$ cat config.mk
export PLATFORM = sky130hd
export DESIGN_NAME = shift_array_insert_delete_find_unit_flat
export DESIGN_NICKNAME = d
export VERILOG_FILES = /design/src/rtl/core/sadf_pkg.sv /design/src/rtl/core/sadf_if.sv /design/src/rtl/core/sadf_ram.sv /design/src/rtl/core/sadf_ctrl.sv /design/src/rtl/core/sadf_dp.sv /design/src/rtl/core/shift_array_insert_delete_find_unit.sv /design/src/flat_wrapper.sv
export VERILOG_INCLUDE_DIRS = /design/src /design/src/rtl/core
export SDC_FILE = /design/constraint.sdc
export NUM_CORES = 2
export LEC_CHECK = 0
export ABC_AREA = 1
export BUFFER_PORTS_ARGS = -buffer_cell sky130_fd_sc_hd__buf_2
export CAP_MARGIN = 0
export CORE_ASPECT_RATIO = 0.75
export CORE_UTILIZATION = 55
export CTS_CLUSTER_DIAMETER = 100
export DETAILED_ROUTE_END_ITERATION = 16
export GPL_TIMING_DRIVEN = 0
export PLACE_DENSITY_LB_ADDON = 0.12
export SLEW_MARGIN = 10
export SYNTH_ARGS = -nofsm -noshare
export SYNTH_HDL_FRONTEND = slang
export SYNTH_SLANG_ARGS = --single-unit
export TNS_END_PERCENT = 5
$ cat constraint.sdc
create_clock -name clk_i -period 4 [get_ports clk_i]
set_clock_uncertainty 0.1 [all_clocks]
set_input_delay 0 -clock clk_i [delete_from_list [all_inputs] [get_ports clk_i]]
set_output_delay 0 -clock clk_i [all_outputs]
set_load 0.01 [all_outputs]
$ cat src/rtl/core/shift_array_insert_delete_find_unit_defines.svh
// ----------------------------------------------------------------------------
// Assertion macros for the shift array unit
// Shared concurrent assertion forms, clocked and disabled during reset.
// ----------------------------------------------------------------------------
`ifndef SHIFT_ARRAY_INSERT_DELETE_FIND_UNIT_DEFINES_SVH
`define SHIFT_ARRAY_INSERT_DELETE_FIND_UNIT_DEFINES_SVH

// Same-cycle implication: whenever ante holds, cons must hold too.
`define SADF_ASSERT_IMPL(lbl, clk, rstn, ante, cons, msg) \
  lbl: assert property (@(posedge clk) disable iff (!rstn) (ante) |-> (cons)) \
    else $error(msg);

// Next-cycle implication: whenever ante holds, cons must hold in the next cycle.
`define SADF_ASSERT_NEXT(lbl, clk, rstn, ante, cons, msg) \
  lbl: assert property (@(posedge clk) disable iff (!rstn) (ante) |=> (cons)) \
    else $error(msg);

`endif

$ cat src/rtl/core/sadf_pkg.sv
// ----------------------------------------------------------------------------
// Shift array unit package
// Operation codes, transaction payloads and controller/datapath types.
// ----------------------------------------------------------------------------
`timescale 1ns / 1ps

package sadf_pkg;

  localparam int unsigned IndexW = 6;
  localparam int unsigned ValueW = 32;
  localparam int unsigned FidxW  = 5;
  localparam int unsigned CountW = 6;

  localparam logic StatusDone   = 1'b0;
  localparam logic StatusReject = 1'b1;

  typedef enum logic [1:0] {
    OP_INSERT = 2'd0,
    OP_DELETE = 2'd1,
    OP_FIND   = 2'd2,
    OP_MODIFY = 2'd3
  } op_e;

  typedef struct packed {
    op_e                      op;
    logic [IndexW-1:0]        index;
    logic signed [ValueW-1:0] value;
  } req_t;

  typedef struct packed {
    logic              status;
    logic              found;
    logic [FidxW-1:0]  found_index;
    logic [CountW-1:0] count;
  } rsp_t;

  typedef enum logic [2:0] {
    ST_IDLE,
    ST_DECODE,
    ST_PROBE,
    ST_SHIFT,
    ST_DRAIN,
    ST_FINAL,
    ST_DONE
  } state_e;

  // Commands from the controller to the datapath.
  typedef struct packed {
    logic load;      // capture the accepted request
    logic init;      // set the walk pointer for the operation
    logic probe;     // read the slot addressed by the request index
    logic step;      // read the slot at the walk pointer and advance it
    logic final_op;  // final write and count update of the operation
    logic reject;    // mark the operation as rejected
    logic finish;    // load the result register
  } dp_cmd_t;

  // Status from the datapath to the controller.
  typedef struct packed {
    op_e  op;
    logic reject_early;  // index or count check fails
    logic at_top;        // request index is the last slot
    logic slot_empty;    // probed slot holds zero
    logic last;          // walk pointer is at the end of its range
  } dp_stat_t;

endpackage

$ cat src/rtl/core/sadf_if.sv
// ----------------------------------------------------------------------------
// Shift array unit channel interfaces
// Valid/ready channels for request and response transactions.
// ----------------------------------------------------------------------------
`timescale 1ns / 1ps

interface sadf_req_if;
  logic          valid;
  logic          ready;
  sadf_pkg::req_t payload;

  modport source (output valid, output payload, input ready);
  modport sink   (input valid, input payload, output ready);
endinterface

interface sadf_rsp_if;
  logic          valid;
  logic          ready;
  sadf_pkg::rsp_t payload;

  modport source (output valid, output payload, input ready);
  modport sink   (input valid, input payload, output ready);
endinterface

$ cat src/rtl/core/sadf_ram.sv
// ----------------------------------------------------------------------------
// Generic simple dual-port RAM
// One write port and one read port with registered read data.
// ----------------------------------------------------------------------------
`timescale 1ns / 1ps

module sadf_ram #(
  parameter int unsigned WIDTH = 32,
  parameter int unsigned DEPTH = 32
) (
  input  logic                     clk_i,
  input  logic                     we_i,
  input  logic [$clog2(DEPTH)-1:0] waddr_i,
  input  logic [WIDTH-1:0]         wdata_i,
  input  logic                     re_i,
  input  logic [$clog2(DEPTH)-1:0] raddr_i,
  output logic [WIDTH-1:0]         rdata_o
);

  logic [WIDTH-1:0] mem_q [DEPTH];

  always_ff @(posedge clk_i) begin
    if (we_i) begin
      mem_q[waddr_i] <= wdata_i;
    end
  end

  always_ff @(posedge clk_i) begin
    if (re_i) begin
      rdata_o <= mem_q[raddr_i];
    end
  end

endmodule

$ cat src/rtl/core/sadf_ctrl.sv
// ----------------------------------------------------------------------------
// Shift array unit controller
// Sequences probe, walk and final write of each operation.
// ----------------------------------------------------------------------------
`timescale 1ns / 1ps
`include "shift_array_insert_delete_find_unit_defines.svh"

module sadf_ctrl (
  input  logic               clk_i,
  input  logic               rst_ni,
  input  logic               req_valid_i,
  output logic               req_ready_o,
  input  logic               rsp_ready_i,
  output logic               rsp_valid_o,
  input  sadf_pkg::dp_stat_t stat_i,
  output sadf_pkg::dp_cmd_t  cmd_o
);

  import sadf_pkg::*;

  state_e state_q, state_d;
  logic   out_valid_q, out_valid_d;

  always_comb begin
    state_d = state_q;
    unique case (state_q)
      ST_IDLE: begin
        if (req_valid_i) begin
          state_d = ST_DECODE;
        end
      end
      ST_DECODE: begin
        if (stat_i.reject_early) begin
          state_d = ST_DONE;
        end else begin
          unique case (stat_i.op)
            OP_INSERT, OP_MODIFY: state_d = ST_PROBE;
            OP_DELETE:            state_d = stat_i.at_top ? ST_FINAL : ST_SHIFT;
            OP_FIND:              state_d = ST_SHIFT;
            default:              state_d = ST_DONE;
          endcase
        end
      end
      ST_PROBE: begin
        unique case (stat_i.op)
          OP_INSERT: state_d = (stat_i.slot_empty || stat_i.at_top) ? ST_FINAL : ST_SHIFT;
          OP_MODIFY: state_d = stat_i.slot_empty ? ST_DONE : ST_FINAL;
          default:   state_d = ST_FINAL;
        endcase
      end
      ST_SHIFT: begin
        if (stat_i.last) begin
          state_d = ST_DRAIN;
        end
      end
      ST_DRAIN: state_d = ST_FINAL;
      ST_FINAL: state_d = ST_DONE;
      ST_DONE: begin
        if (!out_valid_q || rsp_ready_i) begin
          state_d = ST_IDLE;
        end
      end
      default: state_d = ST_IDLE;
    endcase
  end

  always_comb begin
    cmd_o       = '0;
    req_ready_o = 1'b0;
    unique case (state_q)
      ST_IDLE: begin
        req_ready_o = 1'b1;
        cmd_o.load  = req_valid_i;
      end
      ST_DECODE: begin
        cmd_o.init   = 1'b1;
        cmd_o.reject = stat_i.reject_early;
        cmd_o.probe  = !stat_i.reject_early &&
                       (stat_i.op == OP_INSERT || stat_i.op == OP_MODIFY);
      end
      ST_PROBE: begin
        cmd_o.reject = (stat_i.op == OP_MODIFY) && stat_i.slot_empty;
      end
      ST_SHIFT: cmd_o.step     = 1'b1;
      ST_DRAIN: cmd_o.step     = 1'b0;
      ST_FINAL: cmd_o.final_op = 1'b1;
      ST_DONE:  cmd_o.finish   = !out_valid_q || rsp_ready_i;
      default:  cmd_o          = '0;
    endcase

    if (cmd_o.finish) begin
      out_valid_d = 1'b1;
    end else if (rsp_ready_i) begin
      out_valid_d = 1'b0;
    end else begin
      out_valid_d = out_valid_q;
    end
  end

  always_ff @(posedge clk_i or negedge rst_ni) begin
    if (!rst_ni) begin
      state_q     <= ST_IDLE;
      out_valid_q <= 1'b0;
    end else begin
      state_q     <= state_d;
      out_valid_q <= out_valid_d;
    end
  end

  assign rsp_valid_o = out_valid_q;

  `SADF_ASSERT_IMPL(a_modify_no_walk, clk_i, rst_ni, state_q == ST_SHIFT, stat_i.op != OP_MODIFY, "modify entered a walk")
  `SADF_ASSERT_NEXT(a_finish_shows_result, clk_i, rst_ni, cmd_o.finish, out_valid_q && state_q == ST_IDLE, "result not presented after finish")

endmodule

$ cat src/rtl/core/sadf_dp.sv
// ----------------------------------------------------------------------------
// Shift array unit datapath
// Slot memory, walk pointer, element count and result register.
// ----------------------------------------------------------------------------
`timescale 1ns / 1ps
`include "shift_array_insert_delete_find_unit_defines.svh"

module sadf_dp #(
  parameter int unsigned DEPTH = 32
) (
  input  logic               clk_i,
  input  logic               rst_ni,
  input  sadf_pkg::req_t     req_i,
  input  sadf_pkg::dp_cmd_t  cmd_i,
  output sadf_pkg::dp_stat_t stat_o,
  output sadf_pkg::rsp_t     rsp_o
);

  import sadf_pkg::*;

  localparam int unsigned AW = $clog2(DEPTH);
  localparam int unsigned CW = $clog2(DEPTH + 1);
  localparam int unsigned XW = (CW > IndexW) ? CW : IndexW;

  op_e               op_q;
  logic [IndexW-1:0] idx_q;
  logic [ValueW-1:0] val_q;
  logic [AW-1:0]     ptr_q;
  logic              pend_q;
  logic [AW-1:0]     paddr_q;
  logic              pvld_q;
  logic [CW-1:0]     cnt_q;
  logic [DEPTH-1:0]  valid_q;
  logic              reject_q;
  logic              found_q;
  logic [AW-1:0]     fidx_q;
  rsp_t              rsp_q;

  logic              in_range;
  logic [AW-1:0]     idx_a;
  logic [ValueW-1:0] rd_data;
  logic [ValueW-1:0] slot_data;
  logic              rd_en;
  logic [AW-1:0]     rd_addr;
  logic              ram_we;
  logic [AW-1:0]     ram_waddr;
  logic [ValueW-1:0] ram_wdata;

  assign in_range  = XW'(idx_q) < XW'(DEPTH);
  assign idx_a     = AW'(idx_q);
  // Slots never written since reset read as empty.
  assign slot_data = pvld_q ? rd_data : '0;

  always_comb begin
    stat_o            = '0;
    stat_o.op         = op_q;
    stat_o.at_top     = XW'(idx_q) == XW'(DEPTH - 1);
    stat_o.slot_empty = slot_data == '0;
    unique case (op_q)
      OP_INSERT: stat_o.reject_early = !in_range || (cnt_q >= CW'(DEPTH));
      OP_DELETE: stat_o.reject_early = !in_range || (cnt_q == '0);
      OP_MODIFY: stat_o.reject_early = !in_range;
      default:   stat_o.reject_early = 1'b0;
    endcase
    if (op_q == OP_INSERT) begin
      stat_o.last = ptr_q == idx_a;
    end else begin
      stat_o.last = ptr_q == AW'(DEPTH - 1);
    end
  end

  assign rd_en   = cmd_i.probe || cmd_i.step;
  assign rd_addr = cmd_i.probe ? idx_a : ptr_q;

  // Each write of the walk comes in the cycle after its read; the final write comes last.
  always_comb begin
    ram_we    = 1'b0;
    ram_waddr = '0;
    ram_wdata = '0;
    priority if (pend_q) begin
      ram_wdata = slot_data;
      if (op_q == OP_INSERT) begin
        ram_we    = 1'b1;
        ram_waddr = paddr_q + AW'(1);
      end else if (op_q == OP_DELETE) begin
        ram_we    = 1'b1;
        ram_waddr = paddr_q - AW'(1);
      end
    end else if (cmd_i.final_op) begin
      unique case (op_q)
        OP_INSERT, OP_MODIFY: begin
          ram_we    = 1'b1;
          ram_waddr = idx_a;
          ram_wdata = val_q;
        end
        OP_DELETE: begin
          ram_we    = 1'b1;
          ram_waddr = AW'(DEPTH - 1);
          ram_wdata = '0;
        end
        default: ram_we = 1'b0;
      endcase
    end else begin
      ram_we = 1'b0;
    end
  end

  sadf_ram #(
    .WIDTH (ValueW),
    .DEPTH (DEPTH)
  ) u_slots (
    .clk_i   (clk_i),
    .we_i    (ram_we),
    .waddr_i (ram_waddr),
    .wdata_i (ram_wdata),
    .re_i    (rd_en),
    .raddr_i (rd_addr),
    .rdata_o (rd_data)
  );

  always_ff @(posedge clk_i or negedge rst_ni) begin
    if (!rst_ni) begin
      cnt_q   <= '0;
      valid_q <= '0;
      pend_q  <= 1'b0;
      pvld_q  <= 1'b0;
    end else begin
      pend_q <= cmd_i.step;
      if (rd_en) begin
        pvld_q <= valid_q[rd_addr];
      end
      if (ram_we) begin
        valid_q[ram_waddr] <= 1'b1;
      end
      if (cmd_i.final_op && op_q == OP_INSERT) begin
        cnt_q <= cnt_q + CW'(1);
      end else if (cmd_i.final_op && op_q == OP_DELETE) begin
        cnt_q <= cnt_q - CW'(1);
      end
    end
  end

  always_ff @(posedge clk_i) begin
    if (cmd_i.load) begin
      op_q     <= req_i.op;
      idx_q    <= req_i.index;
      val_q    <= req_i.value;
      reject_q <= 1'b0;
      found_q  <= 1'b0;
      fidx_q   <= '0;
    end else begin
      if (cmd_i.reject) begin
        reject_q <= 1'b1;
      end
      if (pend_q && op_q == OP_FIND && !found_q && slot_data == val_q) begin
        found_q <= 1'b1;
        fidx_q  <= paddr_q;
      end
    end
    if (cmd_i.init) begin
      unique case (op_q)
        OP_INSERT: ptr_q <= AW'(DEPTH - 2);
        OP_DELETE: ptr_q <= idx_a + AW'(1);
        default:   ptr_q <= '0;
      endcase
    end else if (cmd_i.step) begin
      ptr_q <= (op_q == OP_INSERT) ? ptr_q - AW'(1) : ptr_q + AW'(1);
    end
    if (cmd_i.step) begin
      paddr_q <= ptr_q;
    end
    if (cmd_i.finish) begin
      rsp_q.status      <= reject_q ? StatusReject : StatusDone;
      rsp_q.found       <= found_q;
      rsp_q.found_index <= FidxW'(fidx_q);
      rsp_q.count       <= CountW'(cnt_q);
    end
  end

  assign rsp_o = rsp_q;

  `SADF_ASSERT_IMPL(a_no_rw_collision, clk_i, rst_ni, ram_we && rd_en,
                    ram_waddr != rd_addr, "slot read and written at one address")
  `SADF_ASSERT_NEXT(a_count_only_final, clk_i, rst_ni, !cmd_i.final_op,
                    $stable(cnt_q), "count changed outside the final write")
  `SADF_ASSERT_IMPL(a_count_bound, clk_i, rst_ni, 1'b1, cnt_q <= CW'(DEPTH),
                    "count above capacity")

endmodule

$ cat src/rtl/core/shift_array_insert_delete_find_unit.sv
// ----------------------------------------------------------------------------
// Shift array insert/delete/find unit
// Ordered list in a slot memory with insert, delete, find and modify.
// ----------------------------------------------------------------------------
// Usage: requests arrive on req_i as transactions carrying op, index and
// value; every request gives exactly one response transaction on rsp_o with
// status, found, found_index and the element count after the operation.
// One request is worked on at a time. A find walks all DEPTH slots before its
// response is registered. An insert into an occupied slot at index i below the
// last shifts DEPTH - 1 - i slots, and so does a delete at index i below the
// last. A request rejected on its index or count goes straight to its
// response; a delete at the last slot, a modify and the other inserts need no
// walk. The next request is taken only after the previous response is
// registered. Throughput is set by the single read port of the slot memory,
// which moves one slot per cycle during a walk.
// Reset clears the element count and marks every slot empty through one flag
// per slot; no clearing pass is needed and requests are taken right away.
// When the receiver stalls, the response waits in the output register while
// the next request is accepted and worked on; it completes only once the
// output register is free.
`timescale 1ns / 1ps

module shift_array_insert_delete_find_unit #(
  parameter int unsigned DEPTH = 32
) (
  input logic        clk_i,
  input logic        rst_ni,
  sadf_req_if.sink   req_i,
  sadf_rsp_if.source rsp_o
);

  import sadf_pkg::*;

  dp_cmd_t  cmd;
  dp_stat_t stat;
  logic     req_ready;
  logic     rsp_valid;

  // The controller only sequences and flags the response; all data storage lives in the datapath.
  sadf_ctrl u_ctrl (
    .clk_i       (clk_i),
    .rst_ni      (rst_ni),
    .req_valid_i (req_i.valid),
    .req_ready_o (req_ready),
    .rsp_ready_i (rsp_o.ready),
    .rsp_valid_o (rsp_valid),
    .stat_i      (stat),
    .cmd_o       (cmd)
  );

  sadf_dp #(
    .DEPTH (DEPTH)
  ) u_dp (
    .clk_i  (clk_i),
    .rst_ni (rst_ni),
    .req_i  (req_i.payload),
    .cmd_i  (cmd),
    .stat_o (stat),
    .rsp_o  (rsp_o.payload)
  );

  assign req_i.ready = req_ready;
  assign rsp_o.valid = rsp_valid;

endmodule
$ cat src/flat_wrapper.sv
// flat-port wrapper written by rule: the top's interface ports become plain ports
module shift_array_insert_delete_find_unit_flat import sadf_pkg::*;
#(
  parameter int unsigned DEPTH = 32
)
  (clk_i, rst_ni, req_i_valid, req_i_payload, req_i_ready, rsp_o_valid, rsp_o_payload, rsp_o_ready);
  sadf_req_if req_i_i ();
  sadf_rsp_if rsp_o_i ();
  input logic clk_i;
  input logic rst_ni;
  input wire logic [$bits(req_i_i.valid)-1:0] req_i_valid;
  input wire logic [$bits(req_i_i.payload)-1:0] req_i_payload;
  output wire logic [$bits(req_i_i.ready)-1:0] req_i_ready;
  output wire logic [$bits(rsp_o_i.valid)-1:0] rsp_o_valid;
  output wire logic [$bits(rsp_o_i.payload)-1:0] rsp_o_payload;
  input wire logic [$bits(rsp_o_i.ready)-1:0] rsp_o_ready;
  assign req_i_i.valid = req_i_valid;
  assign req_i_i.payload = req_i_payload;
  assign req_i_ready = req_i_i.ready;
  assign rsp_o_valid = rsp_o_i.valid;
  assign rsp_o_payload = rsp_o_i.payload;
  assign rsp_o_i.ready = rsp_o_ready;
  shift_array_insert_delete_find_unit #(.DEPTH(DEPTH)) u_core (.clk_i(clk_i), .rst_ni(rst_ni), .req_i(req_i_i), .rsp_o(rsp_o_i));
endmodule
==> results.cfg <==
[cts]
cts_sinks = 1170
cts_buffers = 112
clock-root-buffer = clkbuf_16
clock_latency_ps = 700
htree_levels = 3
cts_tree = yes
clk_path_buf_depth = 3
clkSlewWorstSetupHoldPaths_ps = 70

[timing]
tightest_slew_ps = 1380
rsz0062_at_grt = yes
slew_headroom = 0.0804
maxSlewViolCount = 0
fmax_mhz = 250
period_needed_ps = 4010
finalCritPeriodShare = 1.00
setup_viol = 1
setup_tns_ps = -6.93
finalHoldViolCount = 0
final.setup.worst_slack_ps = -6.93

[pwr]
power_leakage_uw = 0.0210
p_total_uw = 47300
p_sw_frac = 0.434
internal_power_uw = 26800
clkPwrFrac = 0.225
p_seq_frac = 0.326
power_switching_uw = 20500
pwr_density_cell_mw_per_mm2 = 821
ir_drop_v = 0.000477
combPwrFrac = 0.450

[synthesis]
syn_area_mm2 = 0.0488
yosysSeqAreaShare = 0.715
syn-num-nets = 4082
async_flop_share = 0.0376
synth_cell_types = 47
syn_avg_cell_area_um2 = 12.1
synthCells = 4022
synth_ff_type = edfxtp_1
synth_top_area_frac = 0.689
yosysTopAreaCell = edfxtp_1
yosys_warnings = 0
synth.area.top_cells = edfxtp_1 (69%), nand2_1 (6.9%), nand3_1 (4.9%)
synth_edf_count = 1119
ys_ff_latch = 1170

[routing]
dr_total_vias = 33900
met1Wirelength_mm = 63.3
final_antenna_net_count = 0
met2_wirelength_mm = 63.1
vias_per_cell = 6.03
drt-pass1-iter-count = 6
wl_met3_mm = 20.5
wl_per_cell_um = 27.1
first_iter_violations = 5182
highest-signal-layer = met5
wl_mm = 152
drc_errors = 0

[critical_path]
crit_required_ps = 4340
crit_arrival_ps = 4350
startpoint_type = register
worstSetupPathType = reg2reg
end_kind = register
crit_fanout = 11

[grt]
overflow = 0
grt_max_degree = 45
grt_pass1_wl_mm = 217
antenna_found_initial = 4
grt_pass1_vias = 31500
grt_usage = 0.338

[hold_path]
holdCritPathClass = in2reg

[placement]
port_buffers = 58
dp_hpwl_mm = 106
dp_worst_setup_slack_ps = -484
gp_congestion = 0.984

[die]
core-area_mm2 = 0.0877
die_h_um = 260
die_area_mm2 = 0.0898
dieWidth_um = 346
ioPinCount = 59
row_count = 94
initial_core_util = 0.556

[job]
cap_violations = 0

[finish]
most-common-layout-cells = edfxtp_1 (1119), nand2_1 (900), nand3_1 (467), inv_1 (273), buf_2 (194)
final_common_cell = edfxtp_1
layout.nets = 4429
seq_area_mm2 = 0.0348
multi_input_area_mm2 = 0.0125
drive_gt1_frac = 0.140
fillers = 6438
area_growth_pct = 18.2

[run_status]
outcome = finished with violations
failed_checks = setup timing
## stage by stage
| step | area, um2 | hold WS [ps] | utilization | cells |
|---|---|---|---|---|
| 2_1_floorplan | 48800 | -396 | - | 4022 |
| 3_5_place_dp | 52800 | 78.5 | 0.602 | 5311 |
| 5_1_grt | 57600 | 130 | 0.657 | 5612 |
| 3_3_place_gp | 50500 | 77.8 | 0.575 | 5232 |
| 6_report | 57600 | 108 | 0.657 | 5615 |
| 4_1_cts | 57500 | 69.2 | 0.655 | 5609 |
## routing by layer
metal | global-route usage | vias to the layer above
met2 | 0.472 | 1959
met4 | 0.117 | 2
met1 | 0.500 | 16600
met3 | 0.108 | 255
li1 | - | 15100
met5 | 0 | -
## synth_stat cells (2+ instances only)
cell,instances
a211oi_1,9
nor4_1,4
or2_2,5
dfxtp_1,7
o32ai_1,27
xor2_1,26
o211ai_1,193
nand4_1,12
o21ai_0,179
o2111ai_1,3
inv_2,7
o21ai_2,4
a21o_1,128
nor2_1,177
nor3_1,8
dfrtp_1,44
o21a_1,3
fa_1,2
buf_1,9
a22oi_1,2
o22ai_1,9
nand2_1,902
nand2_2,5
a21oi_2,2
o21ai_1,98
inv_1,274
nor2_4,2
edfxtp_1,1119
buf_4,21
ha_1,14
nand3_1,475
buf_2,149
clkbuf_1,51
a21oi_1,24
nand2_4,5
clkbuf_2,10
buf_6,3
## worst max-delay path, cell delays in order, from the launching register on
cell      delay (ps)
edfxtp_1         500
inv_1            130
ha_2             250
buf_2            200
nor2_2            80
a21oi_2          170
nand2_4          110
nand2_4           80
buf_8            160
inv_2             50
or2_1            240
o21ai_4          190
inv_2            110
buf_2            300
buf_2            280
nand3_1          280
nand2_1          260
nand2_1          130
nand2_1           70
## power by group through the flow
stage / clock, uW / combinational (uW) / sequential (uW)
global route: 11100 / 22500 / 15400
finish: 10600 / 21300 / 15400
detailed placement: 0 / 20100 / 15600
global placement: 0 / 19000 / 15800
CTS: 10600 / 20500 / 15400
floorplan: 0 / 11300 / 15500
## cell families (layout without fill, tap and decap cells)
| group | count (synthesis) | in the layout | synth area share |
|---|---|---|---|
| AOI/OAI and AO/OA | 687 | 687 | 0.0913 |
| xor gates and xnor gates | 26 | 26 | 0.00467 |
| DFF | 1170 | 1170 | 0.715 |
| buffers and inverters | 525 | 963 | 0.0468 |
| adders and majority gates | 16 | 16 | 0.00441 |
| and+or+nand+nor | 1598 | 1598 | 0.138 |
| other | 0 | 3 | 0 |
## timing repair
action / 4_1_cts / 5_1_grt
pin swaps: 5 / 6
endpoints found under the setup margin: 491 / 568
hold buffers: 85 / 0
setup buffers: 8 / 4
endpoints found under the hold margin: 128 / 0
resized for setup: 30 / 37
## final cells by class
class	instances	share of cell area
well taps	1152	0.0250
flip-flops and latches	1170	0.605
clock inverters	66	0.0116
plain buffers	243	0.0231
repair buffers	234	0.0489
diodes	3	0.000130
multi-input cells	2327	0.217
clock buffers	139	0.0509
inverters	281	0.0183
## registers in the layout (all words and copies together), names as in the netlist
register / cells
u_core.u_ctrl.rsp_valid_o: 1
u_core.u_ctrl.state_q: 3
u_core.u_dp.cnt_q: 6
u_core.u_dp.fidx_q: 5
u_core.u_dp.found_q: 1
u_core.u_dp.idx_q: 6
u_core.u_dp.op_q: 2
u_core.u_dp.paddr_q: 5
u_core.u_dp.pend_q: 1
u_core.u_dp.ptr_q: 5
u_core.u_dp.pvld_q: 1
u_core.u_dp.reject_q: 1
u_core.u_dp.rsp_o: 13
u_core.u_dp.u_slots.mem_q: 1024
u_core.u_dp.u_slots.rdata_o: 32
u_core.u_dp.val_q: 32
u_core.u_dp.valid_q: 32
## worst paths after layout
kind	endpoint	cells past startpoint	start	slack (ps)
max in group asynchronous	u_core.u_dp.valid_q[13]$_DFFE_PN0P_	4	rst_ni	3290
min reg2reg	u_core.u_dp.rsp_o[9]$_DFFE_PP_	0	u_core.u_dp.fidx_q[3]$_SDFFE_PP0P_	340
max	u_core.u_dp.u_slots.rdata_o[13]$_DFFE_PP_	18	u_core.u_dp.op_q[1]$_DFFE_PP_	-7
max reg2reg	u_core.u_dp.u_slots.rdata_o[13]$_DFFE_PP_	18	u_core.u_dp.op_q[1]$_DFFE_PP_	-7
min in group asynchronous	u_core.u_dp.cnt_q[5]$_DFFE_PN0P_	4	rst_ni	280
min	u_core.u_ctrl.rsp_valid_o$_DFFE_PN0P_	5	rsp_o_ready	110
No activity file was read; power rests on OpenSTA's default activity.
